<file path="config.mk">
export PLATFORM = sky130hd
export DESIGN_NAME = esc_front
export DESIGN_NICKNAME = d
export VERILOG_FILES = /design/src/design/assert_macros.svh /design/src/design/esc_pkg.sv /design/src/design/esc_front.sv
export SDC_FILE = /design/constraint.sdc
export NUM_CORES = 1
export LEC_CHECK = 0
export ABC_AREA = 1
export BUFFER_PORTS_ARGS = -buffer_cell sky130_fd_sc_hd__buf_2
export CAP_MARGIN = 20
export CORE_AREA = 5 5 171 173
export DETAILED_ROUTE_END_ITERATION = 16
export DIE_AREA = 0 0 176 178
export PLACE_DENSITY = 0.81
export SYNTH_ARGS = -nofsm -noshare
export SYNTH_HDL_FRONTEND = slang
export SYNTH_SLANG_ARGS = --single-unit
export TNS_END_PERCENT = 30
</file>
<file path="constraint.sdc">
create_clock -name clk -period 3.8 [get_ports clk]
set_input_delay 0.19 -clock clk [delete_from_list [all_inputs] [get_ports clk]]
set_output_delay 0.19 -clock clk [all_outputs]
set_load 0.05 [all_outputs]
</file>
<file path="src/design/assert_macros.svh">
// Assertion macros shared by the RTL; NO_ASSERTIONS compiles them out.
`ifndef ASSERT_MACROS_SVH
`define ASSERT_MACROS_SVH
`ifndef NO_ASSERTIONS
`define ESC_ASSERT(lbl, prop) \
	lbl: assert property (@(posedge clk) disable iff (!arst_n) prop) \
		else $error("%m: check failed");
`define ESC_ASSERT_NEXT(lbl, ante, cons) \
	lbl: assert property (@(posedge clk) disable iff (!arst_n) (ante) |=> (cons)) \
		else $error("%m: check failed");
`else
`define ESC_ASSERT(lbl, prop)
`define ESC_ASSERT_NEXT(lbl, ante, cons)
`endif
`endif

</file>
<file path="src/design/esc_pkg.sv">
`default_nettype none
package esc_pkg;

	localparam int QUEUE_DEPTH = 4;
	localparam int CFG_IDX_W = 3;
	localparam int CFG_DATA_W = 64;
	localparam int DIV_BITS = 64;
	localparam int DIV_CNT_W = 7;

	localparam logic [2:0] MUL_WB = 3'd4;

	localparam logic [31:0] C_T_ROUND = 32'd128;
	localparam logic [63:0] C_P_OFFSET = 64'd128000;
	localparam logic [63:0] C_P_BASE = 64'd1048576;
	localparam logic [63:0] C_P_SCALE = 64'd3125;
	localparam logic [31:0] C_H_OFFSET = 32'd76800;
	localparam logic [31:0] C_H_CLAMP = 32'd419430400;
	localparam logic [31:0] C_H_ROUND_L = 32'd16384;
	localparam logic [31:0] C_H_INNER = 32'd2097152;
	localparam logic [31:0] C_H_ROUND_R = 32'd8192;
	localparam logic [31:0] C_H_BIAS = 32'd32768;

	typedef enum logic [CFG_IDX_W-1:0] {
		CFG_TEMPERATURE   = 3'd0,
		CFG_PRESSURE_LOW  = 3'd1,
		CFG_PRESSURE_HIGH = 3'd2,
		CFG_MIXED         = 3'd3,
		CFG_HUMIDITY      = 3'd4
	} cfg_reg_t;

	typedef struct packed {
		logic [19:0] raw_t;
		logic [19:0] raw_p;
		logic [15:0] raw_h;
	} item_t;

	typedef struct packed {
		logic [15:0] t1;
		logic [15:0] t2;
		logic [15:0] t3;
		logic [15:0] p1;
		logic [15:0] p2;
		logic [15:0] p3;
		logic [15:0] p4;
		logic [15:0] p5;
		logic [15:0] p6;
		logic [15:0] p7;
		logic [15:0] p8;
		logic [15:0] p9;
		logic [7:0]  h1;
		logic [15:0] h2;
		logic [7:0]  h3;
		logic [11:0] h4;
		logic [11:0] h5;
		logic [7:0]  h6;
	} cal_t;

	typedef enum logic [4:0] {
		ST_IDLE, ST_T0, ST_T1, ST_T2,
		ST_P0, ST_P1, ST_P2, ST_P3, ST_P4, ST_P5, ST_P6,
		ST_DIVW, ST_P7, ST_P8, ST_P9,
		ST_H0, ST_H1, ST_H2, ST_H3, ST_H4, ST_H5, ST_H6, ST_H7
	} state_t;

endpackage
`default_nettype wire

</file>
<file path="src/design/esc_front.sv">
`default_nettype none
module esc_front (
	input  wire logic                           clk,
	input  wire logic                           arst_n,
	input  wire logic                           in_valid,
	output logic                                in_stall,
	input  wire logic [19:0]                    raw_temperature,
	input  wire logic [19:0]                    raw_pressure,
	input  wire logic [15:0]                    raw_humidity,
	input  wire logic                           cfg_we,
	input  wire logic [esc_pkg::CFG_IDX_W-1:0]  cfg_index,
	input  wire logic [esc_pkg::CFG_DATA_W-1:0] cfg_data,
	input  wire logic                           q_full,
	output logic                                q_push,
	output esc_pkg::item_t                      q_item,
	output esc_pkg::cal_t                       cal
);

	logic           valid_s1;
	esc_pkg::item_t item_s1;
	logic           load;
	logic [47:0]    cal_t_q;
	logic [63:0]    cal_pl_q;
	logic [63:0]    cal_ph_q;
	logic [47:0]    cal_m_q;
	logic [31:0]    cal_h_q;

	assign q_push   = valid_s1 && !q_full;
	assign load     = !valid_s1 || q_push;
	assign in_stall = !load;
	assign q_item   = item_s1;

	always_ff @(posedge clk or negedge arst_n) begin
		if (!arst_n) begin
			valid_s1 <= 1'b0;
		end else if (load) begin
			valid_s1 <= in_valid;
		end
	end

	always_ff @(posedge clk) begin
		if (load && in_valid) begin
			item_s1 <= '{raw_t: raw_temperature, raw_p: raw_pressure, raw_h: raw_humidity};
		end
	end

	always_ff @(posedge clk or negedge arst_n) begin
		if (!arst_n) begin
			cal_t_q  <= '0;
			cal_pl_q <= '0;
			cal_ph_q <= '0;
			cal_m_q  <= '0;
			cal_h_q  <= '0;
		end else if (cfg_we) begin
			unique case (cfg_index)
				esc_pkg::CFG_TEMPERATURE:   cal_t_q  <= cfg_data[47:0];
				esc_pkg::CFG_PRESSURE_LOW:  cal_pl_q <= cfg_data;
				esc_pkg::CFG_PRESSURE_HIGH: cal_ph_q <= cfg_data;
				esc_pkg::CFG_MIXED:         cal_m_q  <= cfg_data[47:0];
				esc_pkg::CFG_HUMIDITY:      cal_h_q  <= cfg_data[31:0];
				default: ;
			endcase
		end
	end

	always_comb begin
		cal.t1 = cal_t_q[15:0];
		cal.t2 = cal_t_q[31:16];
		cal.t3 = cal_t_q[47:32];
		cal.p1 = cal_pl_q[15:0];
		cal.p2 = cal_pl_q[31:16];
		cal.p3 = cal_pl_q[47:32];
		cal.p4 = cal_pl_q[63:48];
		cal.p5 = cal_ph_q[15:0];
		cal.p6 = cal_ph_q[31:16];
		cal.p7 = cal_ph_q[47:32];
		cal.p8 = cal_ph_q[63:48];
		cal.p9 = cal_m_q[15:0];
		cal.h1 = cal_m_q[23:16];
		cal.h2 = cal_m_q[39:24];
		cal.h3 = cal_m_q[47:40];
		cal.h4 = cal_h_q[11:0];
		cal.h5 = cal_h_q[23:12];
		cal.h6 = cal_h_q[31:24];
	end

endmodule
`default_nettype wire

</file>
==> flow_summary.ini <==
[outcome]
status = finished clean

[pwr]
pwr-share-clk_pct = 29.6
comb_power_share_pct = 31.8
p_sw_share_pct = 40.4
power.density_nw_per_um2 = 674
p_int_mw = 6.64
power_switching_mw = 4.51
seqPwrFrac_pct = 38.6
p_leak_nw = 9.02
ir_drop_uv = 470

[drt]
viasPerCell = 5.34
totalWireLength_um = 43700
postRouteAntennaNets = 0
wire_per_inst_um = 20.8
drc_errors = 0
vias = 11200
first_pass_iters = 5
drt-initial-drc-count = 1100

[synth]
syn-cell-area_um2 = 11800
syn_area_per_cell_um2 = 9.97
seq_area_frac_synth_pct = 68.9
synth_top_family_by_area = simple AND/OR/NAND/NOR gates
synth_xor_area_share_pct = 0
yosys.area_share.adder_pct = 0
ys_types = 13
ys_warn_count = 0
synth-simple-area-share_pct = 27.4
muxShareOfSynthArea_pct = 0
syn_nets = 1309
synth_compound_area_share_pct = 0
synth_cells = 1181
ys_ff_latch = 313

[setup_path]
cp.required_ns = 3.93
critical_path_arrival_ns = 1.78
path_delay_family = buffers and inverters
crit_path_max_fanout = 56
crit_chain = nand2_1, inv_1, nor2_4, buf_4
cp.buffers_inverters = 2
startpoint = valid_s1
cpPeakStageDelay_ns = 0.61
worst-setup-path-type = reg2reg
start_kind = register
slowest_stage = buf_4
timing.rr.start = valid_s1
cp-end-kind = register

[clocking]
cts_tree = done
cts_resized = 0
clkLatencyLatePin_ns = 0.50
clk_pin_slew_ns = 0.06
clock_sinks = 313
cts.path.max_buffers = 3
cts_buffers = 34
root_buffer = clkbuf_16
htreeDepth = 2

[global_routing]
grt_max_degree = 175
grt_pass1_wl_um = 65600
antenna_found_initial = 6
grt_overflow = 0
grt_usage_pct = 26.9
grt_pass1_vias = 11400

[floorplan]
die_w_um = 176
die_h_um = 178
rows = 61
die-area_um2 = 31300
initial_core_util_pct = 42.9
pin_count = 442
core_area_um2 = 27500

[place]
preCtsSetupSlack_ns = 1.77
hpwl_um = 26700
gp_congestion = 0.875
port_buffers = 441

[timing]
min_period_ns = 1.66
rsz0062_at_grt = no
finalHoldViolations = 0
totalNegativeSetupSlack_ns = 0
report.final.slew_viol_count = 0
setup_ws_ns = 2.14
fmax_mhz = 604
finalCritPeriodShare_pct = 43.6
clock_skew_ns = 0.0103
slew_headroom_pct = 30.9
setup_viol = 0
worstMarginPinSlew_ns = 1.03

[final_layout]
drive_above_1_share_pct = 29.8
nFillCells = 2141
final_cell_mix = 566 x nand2_1, 440 x buf_2, 257 x dfrtp_1, 208 x nand3_1, 119 x dlygate4sd3_1
syn2layout_area_growth_pct = 40.5
layout_commonest_cell = nand2_1
nets = 1847

[hold_path]
min_from = cfg_data[39]
hp-class = in2reg

[flow_run]
maxCapViolCount = 0
[state kept, by name (all words and copies together) (netlist names)]
name and flops:
cal_ph_q 64, cal_pl_q 64, q_item 56, cal_m_q 48, cal_t_q 48, cal_h_q 32
valid_s1 1
[cells in the mapped netlist, drive strengths merged]
cell type,number,area share (%)
nor2,7,0.35
buf,58,3.0
dfrtp,257,55
nand3,208,8.8
nand2,570,18
inv,9,0.29
clkbuf,16,0.51
edfxtp,56,14
[logic make-up after synthesis]
group         count (synthesis)
buf+inv                      83
simple gates                785
flops                       313
[per-stage QoR]
stage | utilization (%) | hold slack (ns) | std cells | total power [mW] | area (um2)
finish | 60.2 | 0.0142 | 2099 | 11.1 | 16500
global route | 60.2 | 0.0176 | 2097 | 11.6 | 16500
CTS | 60.1 | 0.00211 | 2089 | 11.1 | 16500
detailed placement | 51.7 | 0.303 | 1909 | 7.75 | 14200
global placement | 51.7 | 0.302 | 1909 | 7.69 | 14200
floorplan | - | -0.106 | 1181 | 6.73 | 11800
[cell type report]
type	count	area [um2]	share of cell area, %
Tap cell	346	433	2.62
Multi-Input combinational cell	785	3260	19.7
Timing Repair Buffer	576	3570	21.6
Sequential cell	313	8110	49.0
Antenna cell	9	22.5	0.136
Inverter	9	33.8	0.204
Clock buffer	52	1030	6.24
Clock inverter	9	80.1	0.484
[worst min-delay path, stage by stage]
cell and delay, ns:
buf_2 0.16, nand2_1 0.09, nand2_1 0.04
[repair_timing]
| item | in CTS | in global routing |
|---|---|---|
| hold buffers | 119 | 0 |
| buffers inserted | 0 | 0 |
| hold endpoints to repair | 349 | 0 |
[final timing paths]
kind                                      to  slack [ns]  depth (start not counted)
worst min register to register    cal_t_q[3]        0.47                          2
worst min-delay path             cal_m_q[39]        0.01                          3
worst max register to register     q_item[1]        2.14                          4
max in group asynchronous       cal_ph_q[32]        2.53                          3
min in group asynchronous       cal_ph_q[16]        0.32                          2
worst max-delay path               q_item[1]        2.14                          4
[power groups by stage]
stage	Combinational, mW	Sequential [mW]	Clock (mW)
final	3.54	4.30	3.30
after global routing	3.71	4.36	3.48
after CTS	3.53	4.28	3.31
after detailed placement	3.42	4.32	0
after global placement	3.37	4.31	0
after floorplan	0.498	6.23	0
[per-layer routing]
| metal | up-vias | routed length, um | global-route usage [%] |
|---|---|---|---|
| li1 | 4868 | - | - |
| met1 | 5391 | 15400 | 31.6 |
| met2 | 786 | 21300 | 44.6 |
| met3 | 157 | 4710 | 8.03 |
| met4 | 0 | 2290 | 14.7 |
| met5 | - | 0 | 0 |
Power figures use the tool's default switching activity.
