### config.mk
export PLATFORM = sky130hd
export DESIGN_NAME = esc_fifo
export DESIGN_NICKNAME = d
export VERILOG_FILES = /design/src/design/esc_pkg.sv /design/src/design/esc_fifo.sv
export VERILOG_INCLUDE_DIRS = /design/src /design/src/design
export SDC_FILE = /design/constraint.sdc
export NUM_CORES = 1
export LEC_CHECK = 0
export BUFFER_PORTS_ARGS = -buffer_cell sky130_fd_sc_hd__buf_2
export CAP_MARGIN = 20
export CORE_ASPECT_RATIO = 2
export CORE_MARGIN = 1
export CORE_UTILIZATION = 36
export DETAILED_ROUTE_END_ITERATION = 10
export HOLD_SLACK_MARGIN = 0.06
export PLACE_DENSITY_LB_ADDON = 0.05
export SYNTH_ARGS = -nofsm -noshare
export SYNTH_HDL_FRONTEND = slang
export SYNTH_SLANG_ARGS = --single-unit
export TNS_END_PERCENT = 1
### constraint.sdc
create_clock -name clk -period 6.7 [get_ports clk]
set_input_delay 1.34 -clock clk [delete_from_list [all_inputs] [get_ports clk]]
set_output_delay 1.34 -clock clk [all_outputs]
set_load 0.01 [all_outputs]
### src/design/assert_macros.svh
// Assertion macros shared by the RTL; NO_ASSERTIONS compiles them out.
`ifndef ASSERT_MACROS_SVH
`define ASSERT_MACROS_SVH
`ifndef NO_ASSERTIONS
`define ESC_ASSERT(lbl, prop) \
	lbl: assert property (@(posedge clk) disable iff (!arst_n) prop) \
		else $error("%m: check failed");
`define ESC_ASSERT_NEXT(lbl, ante, cons) \
	lbl: assert property (@(posedge clk) disable iff (!arst_n) (ante) |=> (cons)) \
		else $error("%m: check failed");
`else
`define ESC_ASSERT(lbl, prop)
`define ESC_ASSERT_NEXT(lbl, ante, cons)
`endif
`endif

### src/design/esc_pkg.sv
`default_nettype none
package esc_pkg;

	localparam int QUEUE_DEPTH = 4;
	localparam int CFG_IDX_W = 3;
	localparam int CFG_DATA_W = 64;
	localparam int DIV_BITS = 64;
	localparam int DIV_CNT_W = 7;

	localparam logic [2:0] MUL_WB = 3'd4;

	localparam logic [31:0] C_T_ROUND = 32'd128;
	localparam logic [63:0] C_P_OFFSET = 64'd128000;
	localparam logic [63:0] C_P_BASE = 64'd1048576;
	localparam logic [63:0] C_P_SCALE = 64'd3125;
	localparam logic [31:0] C_H_OFFSET = 32'd76800;
	localparam logic [31:0] C_H_CLAMP = 32'd419430400;
	localparam logic [31:0] C_H_ROUND_L = 32'd16384;
	localparam logic [31:0] C_H_INNER = 32'd2097152;
	localparam logic [31:0] C_H_ROUND_R = 32'd8192;
	localparam logic [31:0] C_H_BIAS = 32'd32768;

	typedef enum logic [CFG_IDX_W-1:0] {
		CFG_TEMPERATURE   = 3'd0,
		CFG_PRESSURE_LOW  = 3'd1,
		CFG_PRESSURE_HIGH = 3'd2,
		CFG_MIXED         = 3'd3,
		CFG_HUMIDITY      = 3'd4
	} cfg_reg_t;

	typedef struct packed {
		logic [19:0] raw_t;
		logic [19:0] raw_p;
		logic [15:0] raw_h;
	} item_t;

	typedef struct packed {
		logic [15:0] t1;
		logic [15:0] t2;
		logic [15:0] t3;
		logic [15:0] p1;
		logic [15:0] p2;
		logic [15:0] p3;
		logic [15:0] p4;
		logic [15:0] p5;
		logic [15:0] p6;
		logic [15:0] p7;
		logic [15:0] p8;
		logic [15:0] p9;
		logic [7:0]  h1;
		logic [15:0] h2;
		logic [7:0]  h3;
		logic [11:0] h4;
		logic [11:0] h5;
		logic [7:0]  h6;
	} cal_t;

	typedef enum logic [4:0] {
		ST_IDLE, ST_T0, ST_T1, ST_T2,
		ST_P0, ST_P1, ST_P2, ST_P3, ST_P4, ST_P5, ST_P6,
		ST_DIVW, ST_P7, ST_P8, ST_P9,
		ST_H0, ST_H1, ST_H2, ST_H3, ST_H4, ST_H5, ST_H6, ST_H7
	} state_t;

endpackage
`default_nettype wire

### src/design/esc_fifo.sv
`default_nettype none
module esc_fifo #(
	parameter int DEPTH = esc_pkg::QUEUE_DEPTH
) (
	input  wire logic           clk,
	input  wire logic           arst_n,
	input  wire logic           push,
	input  wire esc_pkg::item_t push_item,
	output logic                full,
	input  wire logic           pop,
	output esc_pkg::item_t      pop_item,
	output logic                empty
);

	localparam int PTR_W = (DEPTH > 1) ? $clog2(DEPTH) : 1;
	localparam int CNT_W = $clog2(DEPTH + 1);

	esc_pkg::item_t   mem_q [DEPTH];
	logic [PTR_W-1:0] wr_ptr_q;
	logic [PTR_W-1:0] rd_ptr_q;
	logic [CNT_W-1:0] count_q;

	assign full     = count_q == CNT_W'(DEPTH);
	assign empty    = count_q == '0;
	assign pop_item = mem_q[rd_ptr_q];

	always_ff @(posedge clk or negedge arst_n) begin
		if (!arst_n) begin
			wr_ptr_q <= '0;
			rd_ptr_q <= '0;
			count_q  <= '0;
		end else begin
			if (push) begin
				wr_ptr_q <= (wr_ptr_q == PTR_W'(DEPTH - 1)) ? '0 : wr_ptr_q + 1'b1;
			end
			if (pop) begin
				rd_ptr_q <= (rd_ptr_q == PTR_W'(DEPTH - 1)) ? '0 : rd_ptr_q + 1'b1;
			end
			if (push && !pop) begin
				count_q <= count_q + 1'b1;
			end else if (pop && !push) begin
				count_q <= count_q - 1'b1;
			end
		end
	end

	always_ff @(posedge clk) begin
		if (push) begin
			mem_q[wr_ptr_q] <= push_item;
		end
	end

`include "assert_macros.svh"
	`ESC_ASSERT(a_no_overflow, push |-> !full)
	`ESC_ASSERT(a_no_underflow, pop |-> !empty)

endmodule
`default_nettype wire

==> results of run 1 <==
[power groups by stage]
stage / Clock [mW] / Combinational, mW / Sequential (mW)
2_1_floorplan: 0 / 0.843 / 1.94
3_3_place_gp: 0 / 1.13 / 2.04
3_5_place_dp: 0 / 1.14 / 2.06
4_1_cts: 1.22 / 1.15 / 2.03
5_1_grt: 1.26 / 1.21 / 2.05
6_report: 1.18 / 1.10 / 2.01
[kinds of logic (layout without fill, tap and decap cells)]
logic type	after synthesis	in the layout	synth area share (%)
other cells	0	1	0
compound gates	2	2	0.117
mux	59	59	15.2
fa+ha+maj	7	7	1.12
buf+inv	17	158	1.60
simple gates	11	11	0.661
xor+xnor	3	3	0.308
flops	231	231	81.0
[cells in the final DEF (no fill, tap or decap), drive strengths merged, types with 2 or more instances in the layout]
cell type and instances:
and2 4, buf 119, bufinv 3, clkbuf 26, clkinv 6, dfrtp 7
edfxtp 224, ha 6, inv 4, mux2 3, mux4 56, nand2 2
nor2 3, o21ai 2, xor2 2
[cells in the mapped netlist]
| library cell | n |
|---|---|
| buf_6 | 1 |
| inv_1 | 4 |
| nor2_1 | 3 |
| nor3b_1 | 1 |
| clkbuf_1 | 1 |
| o21ai_0 | 2 |
| ha_1 | 6 |
| edfxtp_1 | 224 |
| xnor2_1 | 1 |
| mux2_2 | 3 |
| nand2_1 | 2 |
| buf_1 | 1 |
| xor2_1 | 2 |
| fa_1 | 1 |
| mux4_2 | 56 |
| nor3_1 | 1 |
| buf_2 | 4 |
| buf_12 | 3 |
| buf_4 | 3 |
| and2_1 | 4 |
| dfrtp_1 | 7 |
[metal layers]
layer	routed length, um	global-route usage [%]
met1	6100	15.4
met2	9160	26.4
met3	700	2.34
met4	407	5.38
met5	0	0
[worst paths after layout]
path                              from      endpoint  slack, ns  depth (start not counted)
min in group asynchronous       arst_n   rd_ptr_q[0]       0.68                          1
max                        rd_ptr_q[0]  pop_item[32]       2.63                          3
min                         count_q[2]    count_q[2]       0.50                          1
max in group asynchronous       arst_n   rd_ptr_q[0]       5.84                          1
max reg2reg                rd_ptr_q[0]   rd_ptr_q[1]       4.53                          3
min reg2reg                 count_q[2]    count_q[2]       0.50                          1
[critical path, cell delays in order, from the launching register on]
cell	delay (ns)
dfrtp_4	0.85
buf_4	0.61
mux4_2	0.59
buf_2	0.16
[metrics by stage]
step | hold WS (ns) | power [mW] | instances
6_report | 0.501 | 4.29 | 755
5_1_grt | 0.539 | 4.52 | 754
4_1_cts | 0.506 | 4.39 | 754
3_5_place_dp | 0.493 | 3.20 | 719
3_3_place_gp | 0.481 | 3.17 | 719
2_1_floorplan | 0.456 | 2.78 | 330
[registers in the layout, summed over array words and instances, names as in the netlist]
register and count:
count_q 3, rd_ptr_q 2, wr_ptr_q 2, mem_q 224
[final cells by class]
type,count,area [sq um],area share [%]
Tap cell,283,354,3.53
Antenna cell,1,2.50,0.0250
Clock buffer,26,544,5.43
Timing Repair Buffer,119,601,5.99
Clock inverter,9,114,1.14
Inverter,4,15.0,0.150
Multi-Input combinational cell,82,1490,14.9
Sequential cell,231,6910,68.9
==> results.json, run 1 <==
{
  "status": "finished, final reports clean",
  "avgSynthCellArea_sq_um": 25.8,
  "setup-tns-final_ns": 0,
  "power_frac_comb_pct": 25.6,
  "p_int_mw": 3.08,
  "htree_levels": 1,
  "dp_hpwl_mm": 9.26,
  "ys_seq_area_share_pct": 81.0,
  "chipWidth_um": 111,
  "synth_top_area_share_pct": 78.9,
  "grt_usage_pct": 13.9,
  "drv_slew": 0,
  "die_h_um": 220,
  "postCtsHoldBufs": 0,
  "die_area_sq_um": 24300,
  "min_period_ns": 4.07,
  "coreArea_sq_um": 23200,
  "gp_congestion": 0.652,
  "pwr-share-seq_pct": 46.9,
  "tightest_slew_ns": 0.931,
  "finalCritPeriodShare_pct": 60.8,
  "grt_pass1_wl_mm": 25.3,
  "critical_path.endpoint_type": "output port",
  "final_antenna_net_count": 0,
  "cellPowerDensity_nw_per_um2": 427,
  "cts_made_buffers": 21,
  "area_growth_syn_to_layout_pct": 17.7,
  "ys_ff_latch": 231,
  "postCtsSetupBuffers": 0,
  "grt_max_degree": 57,
  "nFillCells": 2021,
  "ys_warn_count": 0,
  "post-place-ws_ns": 3.02,
  "drc": 0,
  "drive_gt1_share_pct": 44.4,
  "crit_path_start_kind": "flop",
  "setup_viol": 0,
  "wire_per_inst_um": 21.7,
  "p_leak_nw": 3.41,
  "grt_pass1_vias": 4374,
  "cp_data_required_time_ns": 5.36,
  "finish.utilization_pct": 43.2,
  "hp-class": "reg -> reg",
  "io_buffers": 117,
  "via_count": 3778,
  "p_sw_mw": 1.20,
  "synth_cell_types": 21,
  "crit_fanout": 31,
  "clock_path_buffers": 3,
  "drtIter0Drc": 134,
  "skew_ns": 0.00295,
  "fp-row-count": 79,
  "fin_area_sq_um": 10000,
  "clk_pin_slew_ns": 0.06,
  "hold_viol": 0,
  "cts_root_buffer": "clkbuf_16",
  "max_freq_ghz": 0.246,
  "crit_arrival_ns": 2.73,
  "criticalPathCategory": "reg -> out",
  "viasPerCell": 5.00,
  "rsz0062_at_grt": "false",
  "postPlaceCellArea_sq_um": 9370,
  "postSynthCellCount": 330,
  "setup_ws_ns": 2.63,
  "yosysTopAreaCell": "edfxtp_1",
  "start_util_pct": 36.7,
  "antenna_found_initial": 1,
  "pwr-share-clk_pct": 27.5,
  "clock_latency_ns": 0.49,
  "cts.sinks": 231,
  "ctsResizeCount": 0,
  "grt_overflow": 0,
  "fin_nets": 526,
  "ir_worst_vdd_mv": 0.253,
  "drv.max_cap_violation_count": 0,
  "cts_tree": "built",
  "synth_area_leaders": "edfxtp_1 79%, mux4_2 15%, dfrtp_1 2.1%, ha_1 0.88%, buf_12 0.70%",
  "synth_nets": 397,
  "netlist_area_sq_um": 8520,
  "drtPass1Iterations": 4,
  "drt-total-wl_mm": 16.4,
  "netSwitchingFraction_pct": 28.0,
  "slew_headroom_pct": 38.0,
  "ios": 118
}
(Power assumes the default switching activity.)
==> run 2, diff against run 1 <==
--- a/config.mk
+++ b/config.mk
@@ -6,6 +6,7 @@
 export SDC_FILE = /design/constraint.sdc
 export NUM_CORES = 1
 export LEC_CHECK = 0
+export ABC_AREA = 1
 export BUFFER_PORTS_ARGS = -buffer_cell sky130_fd_sc_hd__buf_2
 export CAP_MARGIN = 20
 export CORE_ASPECT_RATIO = 2
==> constraint.sdc (replaced) <==
create_clock -name clk -period 3.4 [get_ports clk]
set_input_delay 0.68 -clock clk [delete_from_list [all_inputs] [get_ports clk]]
set_output_delay 0.68 -clock clk [all_outputs]
set_load 0.01 [all_outputs]
==> results.json, run 2 <==
{
  "synth-edff-count": 224,
  "reg_top3": "mem_q x224, count_q x3",
  "final_antenna_net_count": 0,
  "layout_common_cells": "224 x edfxtp_1, 153 x nand2_1, 119 x inv_1",
  "worstHoldPathCells": 1,
  "largest_reg_flops": 224,
  "ys_warn_count": 0,
  "cts.sinks": 231,
  "criticalPathCategory": "reg -> out",
  "top_register": "mem_q",
  "synth_area_leaders": "edfxtp_1 68%, o211ai_2 13%, nand2_1 5.8%, inv_1 4.6%, nand2_2 1.9%",
  "cts_root_buffer": "clkbuf_16",
  "synth_top_area_share_pct": 67.6,
  "htree_levels": 1,
  "cellPowerDensity_nw_per_um2": 835,
  "cp_data_required_time_ns": 2.72,
  "worst_path_dominant_cell_family": "buffers and inverters",
  "drv_slew": 0,
  "drc": 0,
  "grt_pass1_wl_mm": 33.1,
  "slowest_stage": "inv_8",
  "io_buffers": 117,
  "crit_fanout": 81,
  "rsz0062_at_grt": "false",
  "synthTopCellsByCount": "224 x edfxtp_1, 153 x nand2_1, 123 x inv_1",
  "status": "finished, final reports clean",
  "die_h_um": 237,
  "setup-tns-final_ns": 0,
  "tightest_slew_ns": 0.685,
  "cts_made_buffers": 23,
  "wire_per_inst_um": 18.0,
  "nFillCells": 2549,
  "hp-class": "in -> reg",
  "cts_tree": "built",
  "clock_latency_ns": 0.51,
  "drtIter0Drc": 282,
  "via_count": 5547,
  "ctsResizeCount": 0,
  "crit_cells": 6,
  "viasPerCell": 4.65,
  "start_util_pct": 36.8,
  "area_growth_syn_to_layout_pct": 17.0,
  "clock_path_buffers": 3,
  "clk_pin_slew_ns": 0.06,
  "skew_ns": 0.0112,
  "grt_usage_pct": 15.6,
  "slowest_delay_ns": 0.46,
  "postCtsHoldBufs": 1,
  "path_buf_inv": 3,
  "min_period_ns": 2.96,
  "drive_gt1_share_pct": 36.1,
  "layout_commonest_cell": "edfxtp_1",
  "crit_top_cell": "nand2_1",
  "whs_ns": 0.384,
  "yosysTopAreaCell": "edfxtp_1",
  "synth-main-ff-cell": "edfxtp_1",
  "ys_ff_latch": 231,
  "grt_overflow": 0,
  "finalCritPeriodShare_pct": 87.1,
  "chipWidth_um": 120,
  "netlist_area_sq_um": 9950,
  "hold_viol": 0,
  "die_area_sq_um": 28400,
  "crit_path_start_kind": "flop",
  "coreArea_sq_um": 27000,
  "reg2regPathDepth": 5,
  "slew_headroom_pct": 54.3,
  "power_mw": 9.72,
  "fp-row-count": 85,
  "postCtsSetupBuffers": 0,
  "synth_cell_types": 23,
  "path_cells": "inv_8 > buf_4 > nand2_1 > o211ai_2 > nand2_1 > buf_2",
  "ys_seq_area_share_pct": 69.3,
  "yosysMostFrequentCell": "edfxtp_1",
  "ys_async_sr_fraction_pct": 3.03,
  "fin_nets": 897,
  "gp_congestion": 0.712,
  "max_freq_ghz": 0.338,
  "antenna_found_initial": 1,
  "postSynthCellCount": 705,
  "setup_viol": 0,
  "critical_path.endpoint_type": "output port",
  "synth_nets": 772,
  "crit_arrival_ns": 2.28,
  "drv.max_cap_violation_count": 0,
  "ir_worst_vdd_mv": 0.500,
  "grt_max_degree": 82,
  "grt_pass1_vias": 5944,
  "dp_hpwl_mm": 13.4,
  "ios": 118,
  "drtPass1Iterations": 4,
  "p_leak_nw": 4.77,
  "drt-total-wl_mm": 21.5,
  "avgSynthCellArea_sq_um": 14.1
}
run 2: final timing paths:
path | end | startpoint | slack [ns]
setup / recovery | pop_item[51] | rd_ptr_q[0] | 0.44
hold / removal | mem_q[1][55] | push_item[55] | 0.38
setup reg to reg | mem_q[2][21] | wr_ptr_q[0] | 1.45
hold reg to reg | count_q[2] | count_q[2] | 0.53
max in group asynchronous | rd_ptr_q[1] | arst_n | 2.68
min in group asynchronous | wr_ptr_q[0] | arst_n | 0.54
run 2: cell type report:
type	count	area (sq um)	share of cell area, %
inverter	125	478	4.11
sequential	231	6910	59.3
antenna	1	2.50	0.0215
tap	348	435	3.74
clock inverter	13	168	1.44
multi-input combinational	313	2260	19.4
timing repair buffer	136	806	6.92
clock buffer	27	591	5.07
run 2: metal layers:
metal	GRT usage, %	share of wire (%)	wire length (um)	vias to the layer above
li1	-	-	-	2690
met1	16.2	38	8110	2719
met2	30.3	56	11900	111
met3	2.64	4.2	895	27
met4	6.17	2.6	562	0
met5	0	0	0	-
run 2: through the flow:
step	setup slack (ns)	instance area [sq um]	util (%)	std cells
after floorplan	1.18	9950	-	705
after global placement	0.963	10900	40.2	1152
after detailed placement	0.923	10900	40.2	1152
after CTS	0.359	11600	43.1	1193
after global routing	0.276	11600	43.1	1194
final	0.439	11600	43.1	1194
run 2: logic make-up after synthesis:
group                      share of synthesized area [%]
AOI/OAI and AO/OA                                   13.7
xor gates and xnor gates                          0.0880
adders and majority gates                          0.955
buffers and inverters                               7.98
DFF                                                 69.3
and+or+nand+nor                                     7.95
run 2: power by group:
| group | leakage (nW) | internal (mW) | total, mW | switching, mW |
|---|---|---|---|---|
| combinational | 2.26 | 1.15 | 3.26 | 2.11 |
| clock | 0.369 | 1.55 | 2.60 | 1.05 |
| sequential | 2.14 | 3.66 | 3.86 | 0.207 |
run 2: worst reg2reg max path, cell delays in order (launching register included):
cell	delay, ns
dfrtp_1	0.42
inv_1	0.12
ha_1	0.16
nand2_1	0.06
inv_2	0.51
buf_12	0.35
